## src/fhcpd_pkg.sv

```systemverilog
// Shared types and constants for the four-header CR LF packet deframer.
// No dependencies.
`timescale 1ns / 1ps

package fhcpd_pkg;

    localparam int unsigned IN_TDATA_W  = 16;
    localparam int unsigned OUT_TDATA_W = 24;
    localparam int unsigned CFG_ADDR_W  = 3;
    localparam int unsigned CFG_DATA_W  = 8;

    localparam logic [7:0] CHAR_CR = 8'd13;
    localparam logic [7:0] CHAR_LF = 8'd10;

    localparam logic [7:0] HDR_A_RST   = 8'd64;
    localparam logic [7:0] HDR_B_RST   = 8'd35;
    localparam logic [7:0] HDR_C_RST   = 8'd36;
    localparam logic [7:0] HDR_D_RST   = 8'd37;
    localparam logic [4:0] MAX_LEN_RST = 5'd19;

    localparam logic [CFG_ADDR_W-1:0] REG_HDR_A   = 3'd0;
    localparam logic [CFG_ADDR_W-1:0] REG_HDR_B   = 3'd1;
    localparam logic [CFG_ADDR_W-1:0] REG_HDR_C   = 3'd2;
    localparam logic [CFG_ADDR_W-1:0] REG_HDR_D   = 3'd3;
    localparam logic [CFG_ADDR_W-1:0] REG_MAX_LEN = 3'd4;

    localparam logic OP_BYTE    = 1'b0;
    localparam logic OP_RELEASE = 1'b1;

    // payload store write request: first restarts the store at entry zero
    typedef struct packed {
        logic       we;
        logic       first;
        logic [7:0] data;
    } t_wr_req;

    // completed packet handed from the parser to the drain side
    typedef struct packed {
        logic       valid;
        logic [1:0] kind;
        logic [4:0] len;
    } t_job;

endpackage

```

## src/four_header_crlf_packet_deframer_unit.sv

```systemverilog
// Four-header CR LF packet deframer, top level.
// Depends on fhcpd_pkg, fhcpd_front, fhcpd_back.
//
// Takes one request per cycle: a received byte or the release of one kind's
// ready flag. The parser writes body bytes into a BUFFER_DEPTH-entry payload
// store; on the LF that closes a packet it posts the packet to the drain side
// and stops taking requests until the drain has issued its last store read,
// which comes later when the output is held off. Results leave at one per
// cycle while the output takes them, paced by the single read port of the
// store, from an output register, so the input reopens while the last
// results are still waiting to be taken. An empty packet gives one result
// flagged empty. The store needs no clearing after reset.
`timescale 1ns / 1ps

module four_header_crlf_packet_deframer_unit #(
    parameter int unsigned BUFFER_DEPTH = 32
) (
    input  logic                              i_clk,
    input  logic                              i_rst_n,
    input  logic                              i_cfg_wen,
    input  logic [fhcpd_pkg::CFG_ADDR_W-1:0]  i_cfg_addr,
    input  logic [fhcpd_pkg::CFG_DATA_W-1:0]  i_cfg_wdata,
    input  logic                              s_axis_tvalid,
    output logic                              s_axis_tready,
    // [7:0] rx_byte, [9:8] release_kind, [15:10] zero
    input  logic [fhcpd_pkg::IN_TDATA_W-1:0]  s_axis_tdata,
    // [0] op
    input  logic                              s_axis_tuser,
    output logic                              m_axis_tvalid,
    input  logic                              m_axis_tready,
    // [1:0] packet_kind, [9:2] payload_byte, [14:10] byte_index,
    // [19:15] packet_length, [23:20] zero
    output logic [fhcpd_pkg::OUT_TDATA_W-1:0] m_axis_tdata,
    // [0] empty_packet
    output logic                              m_axis_tuser,
    output logic                              m_axis_tlast
);
    import fhcpd_pkg::*;

    t_wr_req    wr;
    t_job       job;
    logic       busy;
    logic [1:0] kind;
    logic [7:0] pbyte;
    logic [4:0] idx;
    logic [4:0] len;

    fhcpd_front u_front (
        .i_clk       (i_clk),
        .i_rst_n     (i_rst_n),
        .i_cfg_wen   (i_cfg_wen),
        .i_cfg_addr  (i_cfg_addr),
        .i_cfg_wdata (i_cfg_wdata),
        .i_valid     (s_axis_tvalid),
        .o_ready     (s_axis_tready),
        .i_op        (s_axis_tuser),
        .i_byte      (s_axis_tdata[7:0]),
        .i_rel_kind  (s_axis_tdata[9:8]),
        .i_busy      (busy),
        .o_wr        (wr),
        .o_job       (job)
    );

    fhcpd_back #(
        .BUFFER_DEPTH (BUFFER_DEPTH)
    ) u_back (
        .i_clk   (i_clk),
        .i_rst_n (i_rst_n),
        .i_wr    (wr),
        .i_job   (job),
        .o_busy  (busy),
        .o_valid (m_axis_tvalid),
        .i_ready (m_axis_tready),
        .o_kind  (kind),
        .o_byte  (pbyte),
        .o_idx   (idx),
        .o_len   (len),
        .o_empty (m_axis_tuser),
        .o_last  (m_axis_tlast)
    );

    assign m_axis_tdata = {4'd0, len, idx, pbyte, kind};

endmodule

```

## src/fhcpd_front.sv

```systemverilog
// Parser front end: accepts bytes and release requests, holds the config
// registers and ready flags, writes payload bytes and posts completed packets.
// Depends on fhcpd_pkg.
`timescale 1ns / 1ps

module fhcpd_front (
    input  logic                             i_clk,
    input  logic                             i_rst_n,
    input  logic                             i_cfg_wen,
    input  logic [fhcpd_pkg::CFG_ADDR_W-1:0] i_cfg_addr,
    input  logic [fhcpd_pkg::CFG_DATA_W-1:0] i_cfg_wdata,
    input  logic                             i_valid,
    output logic                             o_ready,
    input  logic                             i_op,
    input  logic [7:0]                       i_byte,
    input  logic [1:0]                       i_rel_kind,
    input  logic                             i_busy,
    output fhcpd_pkg::t_wr_req               o_wr,
    output fhcpd_pkg::t_job                  o_job
);
    import fhcpd_pkg::*;

    localparam logic [1:0] PH_IDLE = 2'd0;
    localparam logic [1:0] PH_BODY = 2'd1;
    localparam logic [1:0] PH_TAIL = 2'd2;

    logic [7:0] r_hdr [4];
    logic [4:0] r_max_len;
    logic [1:0] r_phase, n_phase;
    logic [1:0] r_kind,  n_kind;
    logic [4:0] r_wpos,  n_wpos;
    logic [3:0] r_flags, n_flags;

    logic       accept;
    logic       hit;
    logic [1:0] hit_kind;

    assign o_ready = !i_busy;
    assign accept  = i_valid && !i_busy;

    // lowest kind wins when header characters coincide
    always_comb begin
        hit      = 1'b0;
        hit_kind = 2'd0;
        for (int k = 3; k >= 0; k--) begin
            if (i_byte == r_hdr[k] && !r_flags[k]) begin
                hit      = 1'b1;
                hit_kind = 2'(k);
            end
        end
    end

    always_comb begin
        n_phase = r_phase;
        n_kind  = r_kind;
        n_wpos  = r_wpos;
        n_flags = r_flags;
        o_wr    = '0;
        o_job   = '0;
        if (accept) begin
            if (i_op == OP_RELEASE) begin
                n_flags[i_rel_kind] = 1'b0;
            end else begin
                unique case (r_phase)
                    PH_BODY: begin
                        if (i_byte == CHAR_CR) begin
                            n_phase = PH_TAIL;
                        end else if (r_wpos < r_max_len) begin
                            o_wr.we    = 1'b1;
                            o_wr.first = (r_wpos == 5'd0);
                            o_wr.data  = i_byte;
                            n_wpos     = r_wpos + 5'd1;
                        end else begin
                            n_phase = PH_IDLE;
                            n_kind  = 2'd0;
                        end
                    end
                    PH_TAIL: begin
                        if (i_byte == CHAR_LF) begin
                            n_flags[r_kind] = 1'b1;
                            o_job.valid     = 1'b1;
                            o_job.kind      = r_kind;
                            o_job.len       = r_wpos;
                        end
                        n_phase = PH_IDLE;
                        n_kind  = 2'd0;
                    end
                    default: begin
                        n_phase = PH_IDLE;
                        if (hit) begin
                            n_kind  = hit_kind;
                            n_wpos  = 5'd0;
                            n_phase = PH_BODY;
                        end
                    end
                endcase
            end
        end
    end

    always_ff @(posedge i_clk) begin
        if (!i_rst_n) begin
            r_phase <= PH_IDLE;
            r_kind  <= 2'd0;
            r_wpos  <= 5'd0;
            r_flags <= 4'd0;
        end else begin
            r_phase <= n_phase;
            r_kind  <= n_kind;
            r_wpos  <= n_wpos;
            r_flags <= n_flags;
        end
    end

    always_ff @(posedge i_clk) begin
        if (!i_rst_n) begin
            r_hdr[0]  <= HDR_A_RST;
            r_hdr[1]  <= HDR_B_RST;
            r_hdr[2]  <= HDR_C_RST;
            r_hdr[3]  <= HDR_D_RST;
            r_max_len <= MAX_LEN_RST;
        end else if (i_cfg_wen) begin
            unique case (i_cfg_addr)
                REG_HDR_A:   r_hdr[0]  <= i_cfg_wdata;
                REG_HDR_B:   r_hdr[1]  <= i_cfg_wdata;
                REG_HDR_C:   r_hdr[2]  <= i_cfg_wdata;
                REG_HDR_D:   r_hdr[3]  <= i_cfg_wdata;
                REG_MAX_LEN: r_max_len <= i_cfg_wdata[4:0];
                default: ;
            endcase
        end
    end

endmodule

```

## src/fhcpd_back.sv

```systemverilog
// Drain back end: payload store, one-entry packet queue, read sequencer
// and output register. Depends on fhcpd_pkg.
`timescale 1ns / 1ps

module fhcpd_back #(
    parameter int unsigned BUFFER_DEPTH = 32
) (
    input  logic               i_clk,
    input  logic               i_rst_n,
    input  fhcpd_pkg::t_wr_req i_wr,
    input  fhcpd_pkg::t_job    i_job,
    output logic               o_busy,
    output logic               o_valid,
    input  logic               i_ready,
    output logic [1:0]         o_kind,
    output logic [7:0]         o_byte,
    output logic [4:0]         o_idx,
    output logic [4:0]         o_len,
    output logic               o_empty,
    output logic               o_last
);
    import fhcpd_pkg::*;

    localparam int unsigned AW = $clog2(BUFFER_DEPTH);

    typedef struct packed {
        logic [1:0] kind;
        logic [4:0] idx;
        logic [4:0] len;
        logic       empty;
        logic       last;
    } t_meta;

    function automatic logic [AW-1:0] addr_inc(input logic [AW-1:0] a);
        addr_inc = (a == AW'(BUFFER_DEPTH - 1)) ? '0 : a + 1'b1;
    endfunction

    logic [7:0]    r_mem [BUFFER_DEPTH];
    logic [AW-1:0] r_waddr;
    logic [AW-1:0] waddr;

    logic          r_job_v;
    logic [1:0]    r_job_kind;
    logic [4:0]    r_job_len;

    logic          r_act;
    logic [AW-1:0] r_raddr;
    logic [4:0]    r_ridx;
    logic [4:0]    r_len;
    logic [1:0]    r_kind;

    logic          r_rv;
    t_meta         r_meta;
    logic [7:0]    r_rdata;

    logic          r_ov;
    t_meta         r_ometa;
    logic [7:0]    r_obyte;

    logic          load, issue, take, ridx_last;

    assign load      = r_rv && (!r_ov || i_ready);
    assign issue     = r_act && (!r_rv || load);
    assign take      = r_job_v && !r_act && (!r_rv || load);
    assign ridx_last = (r_ridx + 5'd1 == r_len);
    assign waddr     = i_wr.first ? '0 : r_waddr;
    assign o_busy    = r_job_v || r_act;

    always_ff @(posedge i_clk) begin
        if (i_wr.we) begin
            r_mem[waddr] <= i_wr.data;
        end
        if (issue) begin
            r_rdata <= r_mem[r_raddr];
        end
    end

    always_ff @(posedge i_clk) begin
        if (!i_rst_n) begin
            r_waddr <= '0;
        end else if (i_wr.we) begin
            r_waddr <= addr_inc(waddr);
        end
    end

    always_ff @(posedge i_clk) begin
        if (!i_rst_n) begin
            r_job_v <= 1'b0;
        end else if (i_job.valid) begin
            r_job_v <= 1'b1;
        end else if (take) begin
            r_job_v <= 1'b0;
        end
        if (i_job.valid) begin
            r_job_kind <= i_job.kind;
            r_job_len  <= i_job.len;
        end
    end

    always_ff @(posedge i_clk) begin
        if (!i_rst_n) begin
            r_act   <= 1'b0;
            r_rv    <= 1'b0;
            r_raddr <= '0;
            r_ridx  <= 5'd0;
        end else begin
            if (take) begin
                if (r_job_len == 5'd0) begin
                    r_rv         <= 1'b1;
                    r_meta.kind  <= r_job_kind;
                    r_meta.idx   <= 5'd0;
                    r_meta.len   <= 5'd0;
                    r_meta.empty <= 1'b1;
                    r_meta.last  <= 1'b1;
                end else begin
                    r_act   <= 1'b1;
                    r_raddr <= '0;
                    r_ridx  <= 5'd0;
                    r_len   <= r_job_len;
                    r_kind  <= r_job_kind;
                    if (load) begin
                        r_rv <= 1'b0;
                    end
                end
            end else if (issue) begin
                r_rv         <= 1'b1;
                r_meta.kind  <= r_kind;
                r_meta.idx   <= r_ridx;
                r_meta.len   <= r_len;
                r_meta.empty <= 1'b0;
                r_meta.last  <= ridx_last;
                r_ridx       <= r_ridx + 5'd1;
                r_raddr      <= addr_inc(r_raddr);
                if (ridx_last) begin
                    r_act <= 1'b0;
                end
            end else if (load) begin
                r_rv <= 1'b0;
            end
        end
    end

    always_ff @(posedge i_clk) begin
        if (!i_rst_n) begin
            r_ov <= 1'b0;
        end else if (load) begin
            r_ov <= 1'b1;
        end else if (i_ready) begin
            r_ov <= 1'b0;
        end
        if (load) begin
            r_ometa <= r_meta;
            r_obyte <= r_meta.empty ? 8'd0 : r_rdata;
        end
    end

    assign o_valid = r_ov;
    assign o_kind  = r_ometa.kind;
    assign o_byte  = r_obyte;
    assign o_idx   = r_ometa.idx;
    assign o_len   = r_ometa.len;
    assign o_empty = r_ometa.empty;
    assign o_last  = r_ometa.last;

endmodule

```

## config.mk

```make
export PLATFORM = sky130hd
export DESIGN_NAME = four_header_crlf_packet_deframer_unit
export DESIGN_NICKNAME = d
export VERILOG_FILES = /design/src/fhcpd_pkg.sv /design/src/four_header_crlf_packet_deframer_unit.sv /design/src/fhcpd_front.sv /design/src/fhcpd_back.sv
export SDC_FILE = /design/constraint.sdc
export NUM_CORES = 1
export LEC_CHECK = 0
export ABC_AREA = 1
export BUFFER_PORTS_ARGS = -buffer_cell sky130_fd_sc_hd__buf_2
export CORE_MARGIN = 5
export CORE_UTILIZATION = 60
export CTS_CLUSTER_SIZE = 28
export DETAILED_ROUTE_END_ITERATION = 12
export GPL_ROUTABILITY_DRIVEN = 0
export PLACE_DENSITY_LB_ADDON = 0.15
export SYNTH_ARGS = -nofsm -noshare
export SYNTH_HDL_FRONTEND = slang
export SYNTH_SLANG_ARGS = --single-unit
```

## constraint.sdc

```tcl
create_clock -name i_clk -period 2.9 [get_ports i_clk]
set_input_delay 0.145 -clock i_clk [delete_from_list [all_inputs] [get_ports i_clk]]
set_output_delay 0.145 -clock i_clk [all_outputs]
set_load 0.01 [all_outputs]
```

; Word level (Yosys, flattened, before mapping)
; Memory sizes are Yosys's and may differ from the RTL's. A register that Yosys moved wholly into a read port is not among the register bits.
; Index checks and enable logic that the tools add are counted.
[totals]
n_memories = 2
input_bits = 33
register_bits = 87
out_inout_bits = 28
ramBits = 288
word_cells = 195
[memory_table]
columns = name, words, width, rd, rd_clocked_by_memory_dff, wr, line_no
row1 = u_back.r_mem, 32, 8, 1, 1, 1, fhcpd_back.sv:38  ; logic [7:0] r_mem [BUFFER_DEPTH];
row2 = u_front.r_hdr, 4, 8, 4, 0, 4, fhcpd_front.sv:27  ; logic [7:0] r_hdr [4];
[op_classes]
eq_ne = 21
n_reduce_logical = 43
add_sub_neg = 4
muxes = 81
order_cmp = 5
bitwise_logic = 12
[ops]
columns = operator, count
row1 = $mux W8, 8
row2 = $mux W5, 11
row3 = $mux W10, 5
row4 = $mux W14, 3
row5 = $mux W1, 38
row6 = $eq A8 B8 Y1, 4
row7 = $add A5 B1 Y5 const B, 4
row8 = $eq A8 B4 Y1 const B, 2
row9 = $mux W2, 8
row10 = $reduce_and A3 Y1, 5
row11 = $reduce_bool A2 Y1, 7
row12 = $mux W4, 3
row13 = $logic_and A1 B1 Y1, 11
row14 = $eq A5 B5 Y1 const B, 2
row15 = $logic_not A5 Y1, 2
row16 = $pmux W5 S2, 1
row17 = $logic_not A1 Y1, 8
row18 = $ne A2 B2 Y1 const B, 4
row19 = $pmux W2 S2, 2
row20 = $eq A3 B2 Y1 const B, 2
row21 = $lt A2 B3 Y1 const B, 2
row22 = $reduce_and A6 Y1, 1
row23 = $eq A5 B5 Y1, 1
row24 = $lt A5 B5 Y1, 1
row25 = 19 further kinds, 31

; Logic depth before layout (Yosys ltp)
[depth]
depth_word = 9
mapped_depth = 14
mapped_depth_nobuf = 14

; Modules after synthesis
; From an unflattened synthesis, not the netlist that was laid out.
[hier_totals]
hier_cells = 1450
hier_area_um2 = 16331.9
[modules_own_cells]
columns = mod, seq_area_each_um2, area_per_inst_um2, cells_each, instances
row1 = fhcpd_back, 9809.4, 13307.8, 1033, 1
row2 = fhcpd_front, 1321.3, 2990.4, 412, 1
row3 = four_header_crlf_packet_deframer_unit, 0.0, 33.8, 5, 1

; Worst setup path before layout
; Ideal clock, no wire load.
[synth_path]
path_kind = register to register
from = register u_front.r_wpos[4]
to = memory u_back.r_mem[0][6] (data pin)
n_path_buf = 1
setup_time_ns = 0.351
synth_period_minus_slack_ns = 2.645
t_required_ns = 2.549
arrival_ns = 2.294
path_stages_with_launch = 10
slack_ns = 0.255
path_cell_list = dfxtp_1 > ha_1 > nand2_1 > a21oi_1 > nor3_4 > nand2_2 > nor2_4 > inv_1 > buf_6 > nor2_1
[synth_lines]
columns = element, line_no
row1 = start: declaration, fhcpd_front.sv:31  ; logic [4:0] r_wpos, n_wpos;
row2 = start signal: assignment, fhcpd_front.sv:110  ; r_wpos <= n_wpos;
row3 = end: declaration, fhcpd_back.sv:38

; Worst setup path in the final report
[layout_path]
from = register u_front.r_max_len[4]
to = memory u_back.r_mem[5][1] (enable)
[layout_between]
elab_chain_cells = 8
elab_cells_between_ends = 9
cone_classes = order compare: 1 / mux: 8
[layout_lines]
columns = element, line_no
row1 = start: declaration, fhcpd_front.sv:28  ; logic [4:0] r_max_len;
row2 = start signal: assignment, fhcpd_front.sv:128  ; REG_MAX_LEN: r_max_len <= i_cfg_wdata[4:0];
row3 = $lt A5 B5 Y1 *, fhcpd_front.sv:68  ; end else if (r_wpos < r_max_len) begin
row4 = $mux W10 *, fhcpd_front.sv:68
row5 = $mux W10 *, fhcpd_front.sv:66  ; if (i_byte == CHAR_CR) begin
row6 = $mux W10 *, fhcpd_front.sv:64  ; unique case (r_phase)
row7 = $mux W10 *, fhcpd_front.sv:61  ; if (i_op == OP_RELEASE) begin
row8 = $mux W10 *, fhcpd_front.sv:60  ; if (accept) begin
row9 = $mux W1, fhcpd_back.sv:70  ; if (i_wr.we) begin
row10 = $mux W1 (implied by the code), fhcpd_back.sv:71  ; r_mem[waddr] <= i_wr.data;
; Mark *: on every way between the ends. The rest lies on a longest branch, timed or not.

==> metrics.txt <==
# H-tree levels=2; vias in the first global route=between 10000 and 15000; DRT antenna net count=0; Yosys reg bits=383; worst endpoint data arrival time=2.87 ns; TritonCTS clock tree=yes; core area=0.0267 mm²; Hold Path Depth=4; Post-synth ARST share=0; largest net degree at the start of global routing=76; Hold WS=0.0279 ns; Vias/cell=5.86; synthesized instance count=1396; final hold vios=0; FP Rows=60; Worst VDD drop=525 µV; dpl cell area=approximately 0.017 mm²; DIE HEIGHT=174 µm; cell chain of the critical path=inv_1 > ha_1 > nand2_1 > a21oi_1 > nor3_4 > nand4_4 > nand2_1 > ha_1 > nand2_1 > buf_4 > nor2_2; Slew Limit Fails=0; delay-heaviest family, CP=simple AND/OR/NAND/NOR gates; total CTS buffers=38; PwrDens=a little under 600 mW/mm²; nets=roughly 1500; Antenna diodes=0; Startpoint Class=register; fin area=0.0184 mm²; Seq/Total Area, Yosys=0.690; Worst Setup Path Type=reg2reg; initial antenna violation count=0; CTS max path bufs=3; r2r worst-path depth=11; crit path buf inv count=2; Global Route Usage Sum=0.240; cell with the most instances on the worst path=nand2_1; clock sinks=383; pre-CTS setup slack=0.0181 ns; Crit. End Element=register; Setup TNS Final=0 ns; worst skew pair latency=0.53 ns; multi-input gate area in the final layout=0.00433 mm²; Reg2Reg Launch Point=u_front.r_max_len[4]; status=complete, no violations; Hold Crit Endpoint=u_front.r_phase[1]; RSZ-0062 raised after global routing=no; Leakage Power=6.74 nW; worst r2r dst=u_back.r_mem[5][1]; Slowest-stage cell, CP=nor2_2; setup violators final=0; Vias=approximately 11000; max_slew headroom=0.504; CTS clk-pin slew, worst paths=~0.060 ns; Tot Pwr=10.9 mW; Initial DRT Pass Iterations=6; HP Start=s_axis_tdata[1]; Setup Skew=0.0159 ns; synth unique cells=46; Max Clk Rate=370 MHz; die area=0.0302 mm²; Starting Density=0.603; Avg WL per Cell=19.8 µm; detailed placer's ending HPWL=23.6 mm; CTS root buf=clkbuf_16; first-pass GRT wire length=57.3 mm; Port Buffer Count=50; GR Overflow Total=0; drt drc=0; critical path required time=3.06 ns; DR iter-0 viols=about 1100; Final Worst Setup Slack=0.197 ns; post-synthesis cell area=about 0.016 mm²; I/O pin cnt=61; worst-path maximum fanout=8; crit-path max cell delay=roughly 0.4 ns; # Max-Cap Violations=0; fillers=1948; YS warnings=0; Post-synth EDFFs=346; area grow syn2layout=14.4%; number of post-CTS setup repair buffers=0; Tightest Pin Transition=0.740 ns; R2R Setup Slk=0.20 ns; path type of the worst min-delay path=in2reg; Avg Synthesized Cell Area=11.5 µm²; Die X=around 170 µm; min cycle time layout=2.70 ns; Top FF cell, synth=edfxtp_1; Reg area=0.0111 mm²; final wirelength=about 37 mm; share of layout cells above drive strength 1=0.153; final worst-path cycle share=0.932
==> repair_timing <==
item / CTS / global route
resized for setup: 0 / 19
hold buffers: 8 / 0
hold endpoints to repair: 14 / 0
setup endpoints to repair: 0 / 160
==> cell families after synthesis <==
family	synth area share
AND/OR/NAND/NOR	0.134
adder cells (fa/ha/maj)	0.0124
flip-flops	0.690
AO/OA/AOI/OAI	0.107
XOR/XNOR	0.00978
buffers and inverters	0.0464
other	0.000233
==> where the power goes <==
group          internal [mW]  switching [mW]
Sequential              5.97          0.0162
Combinational         0.0730           0.143
Clock                   2.73            1.98
==> tightest hold or removal path, cell delays in order <==
cell and delay (ns):
buf_2 0.11, nor3_4 0.07, nand4_1 0.11, a21oi_1 0.07
==> state kept, by name (all words and copies together) (netlist names), 8 cells and up <==
| name | cells |
|---|---|
| u_back.r_mem | 256 |
| u_front.r_hdr | 32 |
| u_back.r_meta | 14 |
| u_back.o_byte | 8 |
| u_back.r_rdata | 8 |
==> layout by cell type, fill, tap and decap left out, types with 4 or more instances in the layout <==
| cell | Yosys | routed |
|---|---|---|
| buf_2 | 19 | 50 |
| nand2_2 | 2 | 4 |
| conb_1 | 1 | 4 |
| nand3_1 | 42 | 42 |
| dfxtp_1 | 37 | 35 |
| buf_12 | 0 | 10 |
| nor2_2 | 6 | 25 |
| clkbuf_16 | 0 | 40 |
| inv_2 | 10 | 9 |
| nand4_1 | 11 | 11 |
| o22ai_1 | 33 | 33 |
| nor3_1 | 10 | 10 |
| a211oi_1 | 7 | 7 |
| inv_1 | 99 | 99 |
| nand2_1 | 126 | 124 |
| o211ai_1 | 11 | 11 |
| ha_1 | 16 | 16 |
| a21oi_1 | 26 | 25 |
| o21ai_0 | 160 | 160 |
| xor2_1 | 11 | 11 |
| nor2_1 | 276 | 254 |
| nand3_2 | 5 | 5 |
| edfxtp_1 | 346 | 346 |
| xnor2_1 | 7 | 7 |
| clkinv_2 | 0 | 9 |
| clkbuf_1 | 37 | 4 |
| nor2_4 | 2 | 5 |
| clkinv_1 | 3 | 13 |
| o21ai_1 | 23 | 23 |
| buf_4 | 7 | 55 |
| o221ai_1 | 32 | 32 |
| dlygate4sd3_1 | 0 | 8 |
==> layout make-up <==
cell class | count | share of cell area
clock buffers | 46 | 0.0566
clock inverters | 21 | 0.00793
inverters | 112 | 0.0229
multi-input cells | 835 | 0.235
flip-flops and latches | 383 | 0.604
well taps | 341 | 0.0231
repair buffers | 123 | 0.0511
==> worst max path at each step <==
stage                    startpoint             endpoint  slack, ns  depth (start not counted)
3_3_place_gp   u_front.r_max_len[4]  u_back.r_mem[23][5]       0.08                         12
3_5_place_dp   u_front.r_max_len[4]  u_back.r_mem[23][1]       0.02                         12
4_1_cts        u_front.r_max_len[4]  u_back.r_mem[23][6]     0.0009                         12
2_1_floorplan     u_front.r_wpos[4]   u_back.r_mem[0][6]       0.25                          9
6_report       u_front.r_max_len[4]   u_back.r_mem[5][1]       0.20                         11
5_1_grt        u_front.r_max_len[4]   u_back.r_mem[5][1]      0.005                         11
==> synth_stat cells, types with 19 or more instances <==
cell      count  area share
a21oi_1      26      0.0081
inv_1        99       0.023
nand2_1     126       0.029
dfxtp_1      37       0.046
nor2_1      276       0.064
buf_2        19      0.0059
o21ai_0     160       0.050
o21ai_1      23      0.0071
edfxtp_1    346        0.64
o22ai_1      33       0.013
o221ai_1     32       0.017
clkbuf_1     37      0.0086
nand3_1      42       0.013
==> per-layer routing <==
layer,track usage,vias up,part of all wire
met3,0.0394,85,0.068
met4,0.0713,0,0.027
li1,-,5137,-
met2,0.392,411,0.48
met5,0,-,0
met1,0.337,5270,0.42
==> through the flow <==
stage          std cells  utilization
6_report            1861        0.690
5_1_grt             1861        0.690
4_1_cts             1861        0.688
3_5_place_dp        1786        0.641
3_3_place_gp        1786        0.641
2_1_floorplan       1399            -
(Power assumes the default switching activity.)
